--- src/hw/rtl/cver_ram.sv ---
// ----------------------------------------------------------------------------
// cver_ram: generic single-write, single-read RAM
// One write port, one read port, read data registered.
// ----------------------------------------------------------------------------
`default_nettype none

module cver_ram #(
  parameter int unsigned WIDTH = 8,
  parameter int unsigned DEPTH = 256,
  localparam int unsigned AW = (DEPTH > 1) ? $clog2(DEPTH) : 1
) (
  input  wire logic             clk,
  input  wire logic             we,
  input  wire logic [AW-1:0]    waddr,
  input  wire logic [WIDTH-1:0] wdata,
  input  wire logic [AW-1:0]    raddr,
  output logic      [WIDTH-1:0] rdata
);

  logic [WIDTH-1:0] mem [DEPTH];

  // Write port
  always_ff @(posedge clk) begin
    if (we) begin
      mem[waddr] <= wdata;
    end
  end

  // Registered read port
  always_ff @(posedge clk) begin
    rdata <= mem[raddr];
  end

endmodule

`default_nettype wire

--- config.mk ---
export PLATFORM = sky130hd
export DESIGN_NAME = cver_ram
export DESIGN_NICKNAME = d
export VERILOG_FILES = /design/src/hw/rtl/cver_ram.sv
export SDC_FILE = /design/constraint.sdc
export NUM_CORES = 2
export LEC_CHECK = 0
export BUFFER_PORTS_ARGS = -buffer_cell sky130_fd_sc_hd__buf_2
export CORE_ASPECT_RATIO = 0.8
export CORE_MARGIN = 3
export CORE_UTILIZATION = 63
export DETAILED_ROUTE_END_ITERATION = 12
export HOLD_SLACK_MARGIN = 0.08
export PLACE_DENSITY = 0.86
export SYNTH_ARGS = -nofsm -noshare
export SYNTH_HDL_FRONTEND = slang
export SYNTH_SLANG_ARGS = --single-unit
--- constraint.sdc ---
create_clock -name clk -period 2.65 [get_ports clk]
set_clock_uncertainty 0.15 [all_clocks]
set_input_delay 0.1325 -clock clk [delete_from_list [all_inputs] [get_ports clk]]
set_output_delay 0.1325 -clock clk [all_outputs]
set_load 0.05 [all_outputs]
==> results_tabular.tex <==
\begin{tabular}{lr}
\hline
Metric & Value \\
\hline
\multicolumn{2}{l}{\textbf{Synth}} \\
Net count of the mapped netlist & $\sim$3800 \\
Distinct cells, synth & 55 \\
Flop and latch count out of synthesis & between 2000 and 2500 \\
Count of yosys warnings during synthesis & 0 \\
Netlist area before placement & 79600 sq um \\
Post-synthesis async set-or-reset flop share & 0\% \\
Leading cell types by total area after synthesis & sky130\_fd\_sc\_hd\_\_edfxtp\_1 77\%, sky130\_fd\_sc\_hd\_\_mux4\_2 13\%, sky130\_fd\_sc\_hd\_\_mux2i\_1 1.7\% \\
Dominant synthesized flop cell & sky130\_fd\_sc\_hd\_\_edfxtp\_1 \\
Gate Count Post-Synth & $\sim$3700 \\
Post-Syn Area per Cell & approximately 21 sq um \\
Cell accounting for the most synthesized area & sky130\_fd\_sc\_hd\_\_edfxtp\_1 \\
Proportion of synthesized chip area in sequential cells & about 78\% \\
Area fraction of the dominant cell type after synthesis & between 70\% and 80\% \\
Number of enable flip-flop cells after synthesis & about 2000 \\
\multicolumn{2}{l}{\textbf{Pwr}} \\
Internal Power & approximately 52 mW \\
Reg power frac & 54.1\% \\
Cell Pwr Density & about 720 nW/um\^{}2 \\
Power after layout & 66.4 mW \\
Part of the total power dissipated in the clock network & between 30\% and 40\% \\
Leakage power summed over all cells & 29.7 nW \\
Net Sw Frac & between 20\% and 30\% \\
Power spent charging and discharging nets & between 10 and 15 mW \\
Worst IR drop on VDD & about 0.71 mV \\
Combinational share of power & 6.0\% \\
\multicolumn{2}{l}{\textbf{Critical path}} \\
Cells traversed along the worst timing path & mux4\_2 > mux4\_2 > nor2b\_1 > nor4\_4 > buf\_4 > nor4\_1 \\
Worst setup EP type & register \\
Slowest cell on crit path & sky130\_fd\_sc\_hd\_\_mux4\_2 \\
Cell occurring most often along the worst timing path & sky130\_fd\_sc\_hd\_\_mux4\_2 \\
Startpoint type of the worst setup path & register \\
Max stage delay on crit path & between 500 and 600 ps \\
Reg-to-reg slack, setup & about 1.7 ps \\
Critical setup path kind & register to register \\
Reg2reg end & rdata[4] \\
Arrival time at the worst endpoint & around 3200 ps \\
Buffers and inverters on the worst path & 1 \\
Number of cells traversed by the worst register-to-register path & 6 \\
Required time at the worst-slack endpoint & $\sim$3200 ps \\
Launch point of the worst reg-to-reg path & mem[64][4] \\
Crit path max fanout & 1 \\
Gate family responsible for the most delay along the worst path & multiplexers \\
\multicolumn{2}{l}{\textbf{Floorplanning}} \\
Standard-cell rows & 115 \\
Die width & approximately 400 um \\
Die area & $\sim$130000 sq um \\
Height of the chip & 324 um \\
Std-Cell Core Area & approximately 120000 sq um \\
Effective utilization at floorplan & 64.1\% \\
Total I/O pin count & 34 \\
\multicolumn{2}{l}{\textbf{Placed design}} \\
Final weighted congestion of routability-driven global placement & between 0.9 and 1 \\
Post-place instance area & between 80000 and 90000 sq um \\
Final HPWL from detailed placement & $\sim$130000 um \\
Number of port buffers & 33 \\
\multicolumn{2}{l}{\textbf{Drt}} \\
Number of design-rule violations left by the first detailed-router iteration & approximately 9100 \\
Antenna-violating nets left & 0 \\
Via density per instance & about 7.4 \\
Drt pass-1 iters & 7 \\
Post-Route WL & $\sim$230000 um \\
Routed vias & between 40000 and 50000 \\
Per-cell routed wire length & approximately 38 um \\
Remaining routing DRC violations & 0 \\
\multicolumn{2}{l}{\textbf{Cells and area}} \\
Post-route cell area & around 92000 sq um \\
Fraction of layout cells with a size suffix above 1 & a little under a third \\
Count of filler cells inserted in the layout & 6071 \\
Final core utilization & between 70\% and 80\% \\
Synthesis-to-finish area growth & 15.6\% \\
Final-stage net count & approximately 4400 \\
\multicolumn{2}{l}{\textbf{Clocking}} \\
Worst-path clk slew & about 70 ps \\
Cell at the root of the clock tree & sky130\_fd\_sc\_hd\_\_clkbuf\_16 \\
Clock tree from TritonCTS & done \\
Clock latency on the worst-skew pair & between 800 and 900 ps \\
Number of setup buffers added after CTS & 0 \\
Number of clock sinks & about 2100 \\
Total clock buffers created by CTS & approximately 180 \\
Buffers from clock root to sink, at most & 3 \\
H-tree levels & 4 \\
\multicolumn{2}{l}{\textbf{Timing}} \\
Hold\_ws & 203 ps \\
Transition time at the pin with the least slew margin & $\sim$1200 ps \\
Total count of hold-check failures in the final report & 0 \\
Max\_slew headroom & between 20\% and 30\% \\
Final setup vio count & 0 \\
Final critical path time including I/O delays and setup & between 2000 and 3000 ps \\
Ratio of final minimum period to clock period & between 90\% and 100\% \\
Highest clock frequency the design can meet & 0.378 GHz \\
Final number of max-transition violations & 0 \\
\multicolumn{2}{l}{\textbf{Flow run}} \\
Maxcap violations & 0 \\
\multicolumn{2}{l}{\textbf{Min path}} \\
Worst min-delay path startpoint & wdata[2] \\
Number of instances on the worst hold path & 2 \\
Worst Hold Endpoint & mem[66][2] \\
Classification of the worst-slack hold path & primary input to register \\
\multicolumn{2}{l}{\textbf{Global routing}} \\
Overall overflow remaining after global route & 0 \\
Total routing usage reported by global routing & a little over a third \\
Global-route wire length before repair & $\sim$330000 um \\
Pin count of the biggest net entering global routing & 93 \\
Vias in the first global route & between 40000 and 50000 \\
Initial antenna violation count & 22 \\
\multicolumn{2}{l}{\textbf{Run status}} \\
Result of the run & finished, final reports clean \\
\hline
\end{tabular}
## synth_stat cells (all sizes together) (6+ instances only)
master and count:
a221oi 14, mux2i 134, nand3 34, clkbuf 111, dfxtp 8, nand4 10, nand2 33, edfxtp 2048
nor2 282, a22oi 133, a21oi 96, o221ai 47, o22ai 28, a22o 8, nor4 27, o211ai 10
o21ai 12, and2 6, mux4 456, nor3 22, nor2b 31, buf 122, nand2b 8, a211oi 16
## final cells by class
class                           instances  area (sq um)  area share (%)
Antenna cell                           16          40.0          0.0435
Clock buffer                          221          4890            5.32
Clock inverter                        109           943            1.03
Inverter                                2          7.51         0.00816
Multi-Input combinational cell       1442         16600            18.0
Sequential cell                      2056         61700            67.1
Tap cell                             1638          2050            2.23
Timing Repair Buffer                  651          5800            6.30
## cell usage in the layout, fill, tap and decap left out, drive strengths merged, types with 8 or more instances in the layout
cell,n
nor3,22
o211ai,10
a211oi,16
nand2,33
nor4,27
o221ai,47
buf,624
edfxtp,2048
a21oi,96
dfxtp,8
nand3,34
clkbuf,229
inv,9
a221oi,14
dlygate4sd3,19
diode,16
a22o,8
o22ai,28
nand2b,8
clkinv,81
a22oi,133
mux2i,134
o21ai,12
nand4,10
nor2b,31
nor2,282
bufinv,14
mux4,456
## per-layer routing
metal	vias to the layer above	track usage [%]	wire length, um
met3	916	12.9	39300
met4	12	14.9	12300
met2	5023	54.4	105000
met1	22700	48.2	73100
met5	-	0	103
li1	16900	-	-
## timing repair
action | CTS | global route
endpoints found under the setup margin | 3 | 12
pin swaps | 0 | 3
resized for setup | 4 | 13
hold buffers | 19 | 0
endpoints found under the hold margin | 2064 | 0
## stage by stage
stage / instances / worst slack (ps) / setup TNS (ps)
after global placement: 5771 / -619 / -2750
after detailed placement: 5771 / -743 / -3320
after floorplan: 3733 / 430 / 0
final: 6135 / 1.69 / 0
after CTS: 6120 / 2.96 / 0
after global routing: 6120 / -79.8 / -79.8
## kinds of logic (layout without fill, tap and decap cells)
kind of cell,Yosys count,in the layout,share of synthesized area [%]
buf+inv,235,983,1.83
mux,591,591,14.6
compound gates,385,385,3.42
flops,2056,2056,77.5
other cells,0,16,0
simple gates,466,466,2.63
## power by group through the flow
stage	clock (mW)	combinational [mW]	sequential, mW
after floorplan	0	1.74	36.6
after global placement	0	3.52	36.6
after detailed placement	0	3.67	36.6
after CTS	26.5	3.81	35.9
after global routing	27.7	4.03	35.9
final	26.5	3.96	35.9
## worst register-to-register path: stages (launching register included)
cell,delay (ps)
sky130_fd_sc_hd__edfxtp_1,420
sky130_fd_sc_hd__mux4_2,530
sky130_fd_sc_hd__mux4_2,550
sky130_fd_sc_hd__nor2b_1,210
sky130_fd_sc_hd__nor4_4,410
sky130_fd_sc_hd__buf_4,210
sky130_fd_sc_hd__nor4_1,60
## worst max-delay path by stage
| stage | start | cells after the start | slack [ps] | to |
|---|---|---|---|---|
| 4_1_cts | mem[60][4] | 7 | 3 | rdata[4] |
| 3_3_place_gp | raddr[0] | 9 | -620 | rdata[0] |
| 6_report | mem[64][4] | 6 | 2 | rdata[4] |
| 2_1_floorplan | raddr[0] | 9 | 430 | rdata[2] |
| 5_1_grt | mem[128][1] | 8 | -80 | rdata[1] |
| 3_5_place_dp | raddr[0] | 9 | -740 | rdata[0] |
## registers in the layout, summed over array words and instances (netlist names)
signal / cells
rdata: 8
mem: 2048
(Power assumes the default switching activity.)
