--- src/hw/rtl/cver_pkg.sv ---
// ----------------------------------------------------------------------------
// cver_pkg: shared types and constants of the condition vector event recorder
// Action and status codes, the input item, the log entry and the result
// record passed between the core and the top level.
// ----------------------------------------------------------------------------
`default_nettype none

package cver_pkg;

  // Default store depth
  localparam int unsigned LOG_DEPTH_DEF = 256;

  // Fixed field widths
  localparam int unsigned LIMIT_W   = 9;
  localparam int unsigned CFG_IDX_W = 1;

  // Largest legal condition count
  localparam logic [5:0] COND_MAX = 6'd62;

  // Reset value of the entry limit register
  localparam logic [LIMIT_W-1:0] ENTRY_LIMIT_RST = 9'd256;

  // Configuration register indexes
  localparam logic [CFG_IDX_W-1:0] CFG_SESSION_KEY = 1'd0;
  localparam logic [CFG_IDX_W-1:0] CFG_ENTRY_LIMIT = 1'd1;

  // Action codes
  typedef enum logic [2:0] {
    ACT_RECORD = 3'd0,
    ACT_SEAL   = 3'd1,
    ACT_READ   = 3'd2,
    ACT_START  = 3'd3,
    ACT_DISARM = 3'd4
  } action_t;

  // Status codes
  typedef enum logic [2:0] {
    ST_OK       = 3'd0,
    ST_INVALID  = 3'd1,
    ST_UNARMED  = 3'd2,
    ST_MISMATCH = 3'd3,
    ST_PHASE    = 3'd4,
    ST_OVERFLOW = 3'd5
  } status_t;

  // One command as captured at the input register
  typedef struct packed {
    logic [2:0]  action;
    logic [63:0] session;
    logic [31:0] decision;
    logic [5:0]  cond_total;
    logic [63:0] evaluated_bits;
    logic [63:0] true_bits;
    logic [63:0] owner;
    logic [63:0] owner_seq;
    logic        outcome_in;
    logic [7:0]  read_index;
  } item_t;

  // One log entry as held in the store
  typedef struct packed {
    logic [31:0] decision;
    logic [5:0]  cond_total;
    logic [63:0] evaluated;
    logic [63:0] true_bits;
    logic [63:0] owner;
    logic [63:0] owner_seq;
    logic        outcome;
  } entry_t;

  // Result record from the core; read_ok selects the store read data
  typedef struct packed {
    status_t              status;
    logic                 read_ok;
    logic [LIMIT_W-1:0]   fill;
    logic [63:0]          first_lost;
    logic [63:0]          lost_total;
    logic                 lost_flag;
  } result_t;

endpackage

`default_nettype wire

--- src/hw/rtl/cver_core.sv ---
// ----------------------------------------------------------------------------
// cver_core: command decode, checks and recorder state
// Applies one captured command per cycle: validates records, appends to the
// log, tracks sequence and loss counters, and registers the result record.
// ----------------------------------------------------------------------------
`default_nettype none

module cver_core #(
  parameter int unsigned LOG_DEPTH = cver_pkg::LOG_DEPTH_DEF,
  localparam int unsigned AW = (LOG_DEPTH > 1) ? $clog2(LOG_DEPTH) : 1
) (
  input  wire logic                              clk,
  input  wire logic                              rst,
  // configuration writes
  input  wire logic                              wr_en,
  input  wire logic [cver_pkg::CFG_IDX_W-1:0]    wr_index,
  input  wire logic [63:0]                       wr_data,
  // captured command
  input  wire logic                              in_valid,
  input  wire cver_pkg::item_t                   in_item,
  // log store ports
  output logic                                   log_we,
  output logic [AW-1:0]                          log_waddr,
  output cver_pkg::entry_t                       log_wdata,
  output logic [AW-1:0]                          log_raddr,
  // registered result
  output logic                                   res_valid,
  output cver_pkg::result_t                      res
);

  localparam int unsigned LW = cver_pkg::LIMIT_W;
  localparam int unsigned DW = $clog2(LOG_DEPTH + 1);
  localparam int unsigned EW = LW + DW;
  localparam logic [EW-1:0] DEPTH_X = EW'(LOG_DEPTH);

  // Configuration registers
  logic [63:0]   session_key;
  logic [LW-1:0] entry_limit;

  // Recorder state
  logic [LW-1:0] fill,        fill_next;
  logic [63:0]   next_seq,    next_seq_next;
  logic [63:0]   first_lost,  first_lost_next;
  logic [63:0]   lost_total,  lost_total_next;
  logic          lost_flag,   lost_flag_next;
  logic          sealed,      sealed_next;
  logic          armed,       armed_next;
  logic [63:0]   held_session, held_session_next;
  logic [LW-1:0] held_limit,  held_limit_next;

  cver_pkg::result_t res_next;

  // Working signals
  logic [63:0]   allowed;
  logic          fields_ok;
  logic          full;
  logic          lose;
  logic [63:0]   lose_seq;
  logic [EW-1:0] fill_x;
  logic [EW-1:0] held_x;
  logic [EW-1:0] limit_x;
  logic [EW-1:0] idx_x;
  logic [AW+LW-1:0] waddr_w;
  logic [AW+7:0]    raddr_w;

  // Widened views for compares and address slicing
  assign fill_x  = {{DW{1'b0}}, fill};
  assign held_x  = {{DW{1'b0}}, held_limit};
  assign limit_x = {{DW{1'b0}}, entry_limit};
  assign idx_x   = {{(EW-8){1'b0}}, in_item.read_index};
  assign waddr_w = {{AW{1'b0}}, fill};
  assign raddr_w = {{AW{1'b0}}, in_item.read_index};

  assign log_waddr = waddr_w[AW-1:0];
  assign log_raddr = raddr_w[AW-1:0];

  // Entry as it would be appended
  assign log_wdata = '{
    decision:   in_item.decision,
    cond_total: in_item.cond_total,
    evaluated:  in_item.evaluated_bits,
    true_bits:  in_item.true_bits,
    owner:      in_item.owner,
    owner_seq:  in_item.owner_seq,
    outcome:    in_item.outcome_in
  };

  // Record field checks
  assign allowed   = ~({64{1'b1}} << in_item.cond_total);
  assign fields_ok = (in_item.session != '0) && (in_item.decision != '0) &&
                     (in_item.cond_total != '0) &&
                     (in_item.cond_total <= cver_pkg::COND_MAX) &&
                     (in_item.owner != '0) &&
                     ((in_item.evaluated_bits & ~allowed) == '0) &&
                     ((in_item.true_bits & ~in_item.evaluated_bits) == '0);
  assign full = (fill_x >= held_x) || (fill_x >= DEPTH_X);

  // Command decode and state update
  always_comb begin
    fill_next         = fill;
    next_seq_next     = next_seq;
    first_lost_next   = first_lost;
    lost_total_next   = lost_total;
    lost_flag_next    = lost_flag;
    sealed_next       = sealed;
    armed_next        = armed;
    held_session_next = held_session;
    held_limit_next   = held_limit;
    log_we            = 1'b0;
    lose              = 1'b0;
    lose_seq          = next_seq;
    res_next.status   = cver_pkg::ST_INVALID;
    res_next.read_ok  = 1'b0;

    if (in_valid) begin
      unique case (in_item.action)
        cver_pkg::ACT_RECORD: begin
          if (!fields_ok) begin
            res_next.status = cver_pkg::ST_INVALID;
          end else if (!armed) begin
            res_next.status = cver_pkg::ST_UNARMED;
          end else if (held_session != in_item.session) begin
            res_next.status = cver_pkg::ST_MISMATCH;
          end else if (sealed) begin
            res_next.status = cver_pkg::ST_PHASE;
          end else if (next_seq == '1) begin
            // sequence space used up: drop without taking a number
            lose            = 1'b1;
            res_next.status = cver_pkg::ST_OVERFLOW;
          end else begin
            next_seq_next = next_seq + 64'd1;
            if (full) begin
              lose            = 1'b1;
              res_next.status = cver_pkg::ST_OVERFLOW;
            end else begin
              log_we          = 1'b1;
              fill_next       = fill + LW'(1);
              res_next.status = cver_pkg::ST_OK;
            end
          end
        end
        cver_pkg::ACT_SEAL: begin
          if (!armed) begin
            res_next.status = cver_pkg::ST_UNARMED;
          end else if (held_session != in_item.session) begin
            res_next.status = cver_pkg::ST_MISMATCH;
          end else begin
            sealed_next     = 1'b1;
            res_next.status = cver_pkg::ST_OK;
          end
        end
        cver_pkg::ACT_READ: begin
          if (!armed) begin
            res_next.status = cver_pkg::ST_UNARMED;
          end else if (!sealed) begin
            res_next.status = cver_pkg::ST_PHASE;
          end else if (idx_x >= fill_x) begin
            res_next.status = cver_pkg::ST_INVALID;
          end else begin
            res_next.status  = cver_pkg::ST_OK;
            res_next.read_ok = 1'b1;
          end
        end
        cver_pkg::ACT_START: begin
          if ((session_key == '0) || (entry_limit == '0)) begin
            res_next.status = cver_pkg::ST_INVALID;
          end else begin
            fill_next         = '0;
            next_seq_next     = '0;
            first_lost_next   = '1;
            lost_total_next   = '0;
            lost_flag_next    = 1'b0;
            sealed_next       = 1'b0;
            held_session_next = session_key;
            held_limit_next   = (limit_x > DEPTH_X) ? DEPTH_X[LW-1:0] : entry_limit;
            armed_next        = 1'b1;
            res_next.status   = cver_pkg::ST_OK;
          end
        end
        cver_pkg::ACT_DISARM: begin
          fill_next         = '0;
          next_seq_next     = '0;
          first_lost_next   = '1;
          lost_total_next   = '0;
          lost_flag_next    = 1'b0;
          sealed_next       = 1'b0;
          held_session_next = '0;
          held_limit_next   = '0;
          armed_next        = 1'b0;
          res_next.status   = cver_pkg::ST_OK;
        end
        default: begin
          res_next.status = cver_pkg::ST_INVALID;
        end
      endcase
    end

    // Loss bookkeeping: first lost sequence is sticky, count saturates
    if (lose) begin
      if (!lost_flag) begin
        first_lost_next = lose_seq;
      end
      lost_flag_next = 1'b1;
      if (lost_total != '1) begin
        lost_total_next = lost_total + 64'd1;
      end
    end

    res_next.fill       = fill_next;
    res_next.first_lost = first_lost_next;
    res_next.lost_total = lost_total_next;
    res_next.lost_flag  = lost_flag_next;
  end

  // Configuration registers
  always_ff @(posedge clk) begin
    if (rst) begin
      session_key <= '0;
      entry_limit <= cver_pkg::ENTRY_LIMIT_RST;
    end else if (wr_en) begin
      unique case (wr_index)
        cver_pkg::CFG_SESSION_KEY: session_key <= wr_data;
        cver_pkg::CFG_ENTRY_LIMIT: entry_limit <= wr_data[LW-1:0];
      endcase
    end
  end

  // Recorder state
  always_ff @(posedge clk) begin
    if (rst) begin
      fill         <= '0;
      next_seq     <= '0;
      first_lost   <= '1;
      lost_total   <= '0;
      lost_flag    <= 1'b0;
      sealed       <= 1'b0;
      armed        <= 1'b0;
      held_session <= '0;
      held_limit   <= '0;
      res_valid    <= 1'b0;
    end else begin
      fill         <= fill_next;
      next_seq     <= next_seq_next;
      first_lost   <= first_lost_next;
      lost_total   <= lost_total_next;
      lost_flag    <= lost_flag_next;
      sealed       <= sealed_next;
      armed        <= armed_next;
      held_session <= held_session_next;
      held_limit   <= held_limit_next;
      res_valid    <= in_valid;
    end
  end

  // Result payload
  always_ff @(posedge clk) begin
    res <= res_next;
  end

  // Fill never passes the latched limit
  a_fill_bound: assert property (@(posedge clk) disable iff (rst)
    fill <= held_limit)
    else $error("fill level above latched limit");

  // Appends only while armed and open
  a_write_phase: assert property (@(posedge clk) disable iff (rst)
    log_we |-> (armed && !sealed && in_valid))
    else $error("log write outside open session");

  // No loss recorded means clean loss counters
  a_loss_clean: assert property (@(posedge clk) disable iff (rst)
    !lost_flag |-> ((lost_total == '0) && (first_lost == '1)))
    else $error("loss counters set without loss flag");

  // Every captured command yields one result next cycle
  a_one_result: assert property (@(posedge clk) disable iff (rst)
    in_valid |=> res_valid)
    else $error("command without result");

endmodule

`default_nettype wire

--- config.mk ---
export PLATFORM = sky130hd
export DESIGN_NAME = cver_core
export DESIGN_NICKNAME = d
export VERILOG_FILES = /design/src/hw/rtl/cver_pkg.sv /design/src/hw/rtl/cver_core.sv
export SDC_FILE = /design/constraint.sdc
export NUM_CORES = 1
export LEC_CHECK = 0
export BUFFER_PORTS_ARGS = -buffer_cell sky130_fd_sc_hd__buf_2
export CELL_PAD_IN_SITES_DETAIL_PLACEMENT = 1
export CELL_PAD_IN_SITES_GLOBAL_PLACEMENT = 2
export CORE_AREA = 2 2 345 347
export CTS_BUF_LIST = sky130_fd_sc_hd__clkbuf_8
export DETAILED_ROUTE_END_ITERATION = 12
export DIE_AREA = 0 0 347 349
export PLACE_DENSITY = 0.73
export SLEW_MARGIN = 40
export SYNTH_ARGS = -nofsm -noshare
export SYNTH_HDL_FRONTEND = slang
export SYNTH_SLANG_ARGS = --single-unit
--- constraint.sdc ---
create_clock -name clk -period 8.8 [get_ports clk]
set_input_delay 0.88 -clock clk [delete_from_list [all_inputs] [get_ports clk]]
set_output_delay 0.88 -clock clk [all_outputs]
set_load 0.05 [all_outputs]
==> summary.txt <==
Run status
  – Status: completed

Routing
  – Routed vias/inst: 4.85
  – Routed length on met3: 10,300 um
  – DRT met1 WL: 60,900 um
  – Post-DR wirelength/cell: 26.1 um
  – Uppermost layer routed: met5
  – Routed wl met2: 60,700 um
  – Pre-antenna DRT Iters: 5
  – Drt total wl: 137,000 um
  – DRC: 0
  – Vias: 25,400
  – DR iter-0 viols: 1,785
  – Final ANT Viol Nets: 0

Clock tree
  – Clk slew on worst S/H paths: 0.06 ns
  – Cts hold-fix bufs: 0
  – Clk Tree Root Cell: clkbuf_8
  – CTS Buffer Depth: 3
  – CTS resizes: 0
  – CTS tree: done
  – CTS HTree Levels: 3
  – CTS Sinks: 493
  – TritonCTS Buffers: 93
  – Clk Latency, worst-skew pair: 0.73 ns
  – Post-CTS setup buffers: 0

Timing
  – Max Slew Vio Count: 0
  – Worst-margin pin slew: 0.867 ns
  – Final min period: 5.48 ns
  – Fmax: 0.182 GHz
  – WHS: 0.392 ns
  – Slew margin rel.: 41.7%
  – Clock skew: 0.0665 ns
  – RSZ-0062 raised after global routing: no
  – Setup TNS: 0 ns
  – Final setup violation count: 0
  – Final hold violation count: 0
  – Final Cycle Share: 62.3%

Synth
  – Post-Synthesis Cell Area: 0.0254 mm2
  – Top-area cell type share of the netlist area: 38.8%
  – Ys Warns: 0
  – Asr flop ratio synth: 0%
  – Largest area contributor in the netlist: dfxtp_1
  – Cells after synthesis: 3,234
  – Flops & latches, synth: 493
  – Mean Syn Cell Area: 7.86 um2
  – Post-synth EDFFs: 0
  – Synth area leaders: dfxtp_1 (39%), buf_4 (9.4%), a21oi_1 (7.2%)
  – Yosys cell types: 75
  – Sequential area share after synthesis: 38.8%
  – Most used DFF post-synth: dfxtp_1
  – Post-synth net total: 3,693

Placement
  – GPL Wtd Cong: 1.11
  – HPWL Detailed: 111,000 um
  – Placement Cell Area: 0.0285 mm2
  – Port-buffer cells: 763

Critical path
  – WP data required: 7.92 ns
  – Worst reg-to-reg setup slack: 3.82 ns
  – Setup crit end kind: output port
  – Arrival time at the worst endpoint: 4.60 ns
  – Crit path kind: reg -> out
  – Max FO, Critical Path: 7
  – Startpoint Class: flip-flop

Cells and area
  – Final #Nets: 4,080
  – Commonest non-fill, non-tap cells in the layout: buf_2 (762), dfxtp_1 (493), a21oi_1 (365)
  – Fillers: 14,300
  – Final standard cell area without fillers: 0.0305 mm2
  – Area of the multi-input gates: 0.0123 mm2
  – Most common cell after layout, fill and taps aside: buf_2
  – Storage cell area: 0.00987 mm2
  – Area grow syn2layout: 20.0%
  – Layout cells sized above 1: 26.9%

Floorplan
  – Ports: 894
  – Core box area: 0.117 mm2
  – Die Y: 349 um
  – Row count: 126
  – Initial core utilization: 21.6%
  – Die width: 347 um
  – Die area: 0.121 mm2

Global route
  – Initial antenna violation count: 21
  – Vias in the first global route: 25,400
  – Total track usage: 21.8%
  – First-pass GRT wire length: 191,000 um
  – Overflow after GRT: 0
  – Largest net degree at the start of global routing: 151

Worst hold path
  – Worst min path class: in -> reg

Power and ir drop
  – Clock share of power: 44.1%
  – Overall power: 5.40 mW
  – Power Internal: 3.75 mW
  – Sw power: 1.66 mW
  – Combinational share of power: 13.8%
  – Seq pwr share: 42.1%
  – Peak supply drop: 0.0000971 V
  – Fraction of power spent switching nets: 30.6%
  – P per Cell Area: 177 mW/mm2
  – Standby leakage power: 12.2 nW

Flow run
  – Max-Cap Viols: 0
-- metrics by stage --
stage,setup slack [ns],utilization (%),std cells
2_1_floorplan,4.67,-,3234
3_3_place_gp,3.47,24.1,5057
3_5_place_dp,3.55,24.2,5062
4_1_cts,3.07,25.9,5229
5_1_grt,2.92,25.9,5235
6_report,3.32,26.0,5243
-- power by group through the flow --
stage / sequential, mW / clock [mW] / combinational (mW)
floorplan: 2.31 / 0 / 0.551
global placement: 2.32 / 0 / 0.737
detailed placement: 2.32 / 0 / 0.736
CTS: 2.27 / 2.48 / 0.738
global route: 2.27 / 2.57 / 0.773
finish: 2.27 / 2.38 / 0.746
-- cells in the mapped netlist, types with 5 or more instances --
cell        n
and2_1     11
or2_2      18
ha_1       20
inv_1      56
dfxtp_1   493
nor2b_1    76
o21bai_1    9
nor3b_1     5
or4_1      31
buf_2      25
xnor2_1     5
nor4_1    118
and3_1     18
nand3_1    91
nor2_1    276
nand4b_1    5
a21oi_1   365
buf_4     318
o31ai_1    16
o211ai_1   18
xor2_1     68
or3_1      73
mux2i_1    34
nand2b_1   23
o311ai_0    6
clkbuf_1  146
o21ai_0   114
nand4_1    75
a21o_1     52
nand2_1   316
and4_1      7
buf_1      14
a31oi_1    10
a22oi_1    75
o22ai_1     5
nor3_1    167
a211oi_1    9
-- layer usage --
metal	GRT usage [%]	vias to the layer above
met5	2.76	-
met4	7.58	8
met3	6.35	201
met2	34.2	924
met1	28.2	12400
li1	-	11900
-- path summary, 6_finish.rpt --
check | from | cells after the start | to
setup / recovery | fill[0]$_SDFF_PP0_ | 11 | log_we
hold / removal | wr_data[21] | 3 | session_key[21]$_SDFFE_PP0P_
setup reg to reg | session_key[20]$_SDFFE_PP0P_ | 12 | lose_seq[4]$_SDFFE_PP0P_
hold reg to reg | session_key[27]$_SDFFE_PP0P_ | 2 | session_key[27]$_SDFFE_PP0P_
-- area by class of cell --
class / instances / share of cell area [%]
sequential: 493 / 32.4
tap: 1536 / 6.30
clock buffer: 120 / 5.42
antenna: 14 / 0.115
clock inverter: 47 / 1.11
timing repair buffer: 797 / 13.6
multi-input combinational: 2178 / 40.3
inverter: 58 / 0.714
-- critical path: stages, from the launching register on --
cell	delay, ns
dfxtp_1	0.57
inv_1	0.15
ha_1	0.31
nand2b_1	0.14
a21o_1	0.18
a21oi_1	0.15
o31ai_1	0.19
a211oi_2	0.52
and3b_1	0.46
nand4_1	0.34
nor2_1	0.51
buf_2	0.36
-- registers in the layout (all words and copies together), names as in the netlist --
name,flops
held_session,64
first_lost,64
sealed,1
entry_limit,9
session_key,64
lose_seq,64
held_limit,9
res_valid,1
lost_flag,1
res,142
fill,9
lost_total,64
armed,1
-- cell families (layout without fill, tap and decap cells) --
kind of cell             count (synthesis)  after routing  synth area share (%)
AO/OA/AOI/OAI                          721            721                  16.9
buffers and inverters                  563           1022                  13.2
XOR/XNOR                                73             73                  2.52
flip-flops                             493            493                  38.8
AND/OR/NAND/NOR                       1327           1327                  26.1
multiplexers                            37             37                  1.47
other                                    0             14                     0
adder cells (fa/ha/maj)                 20             20                 0.985
No activity file was read; power rests on OpenSTA's default activity.
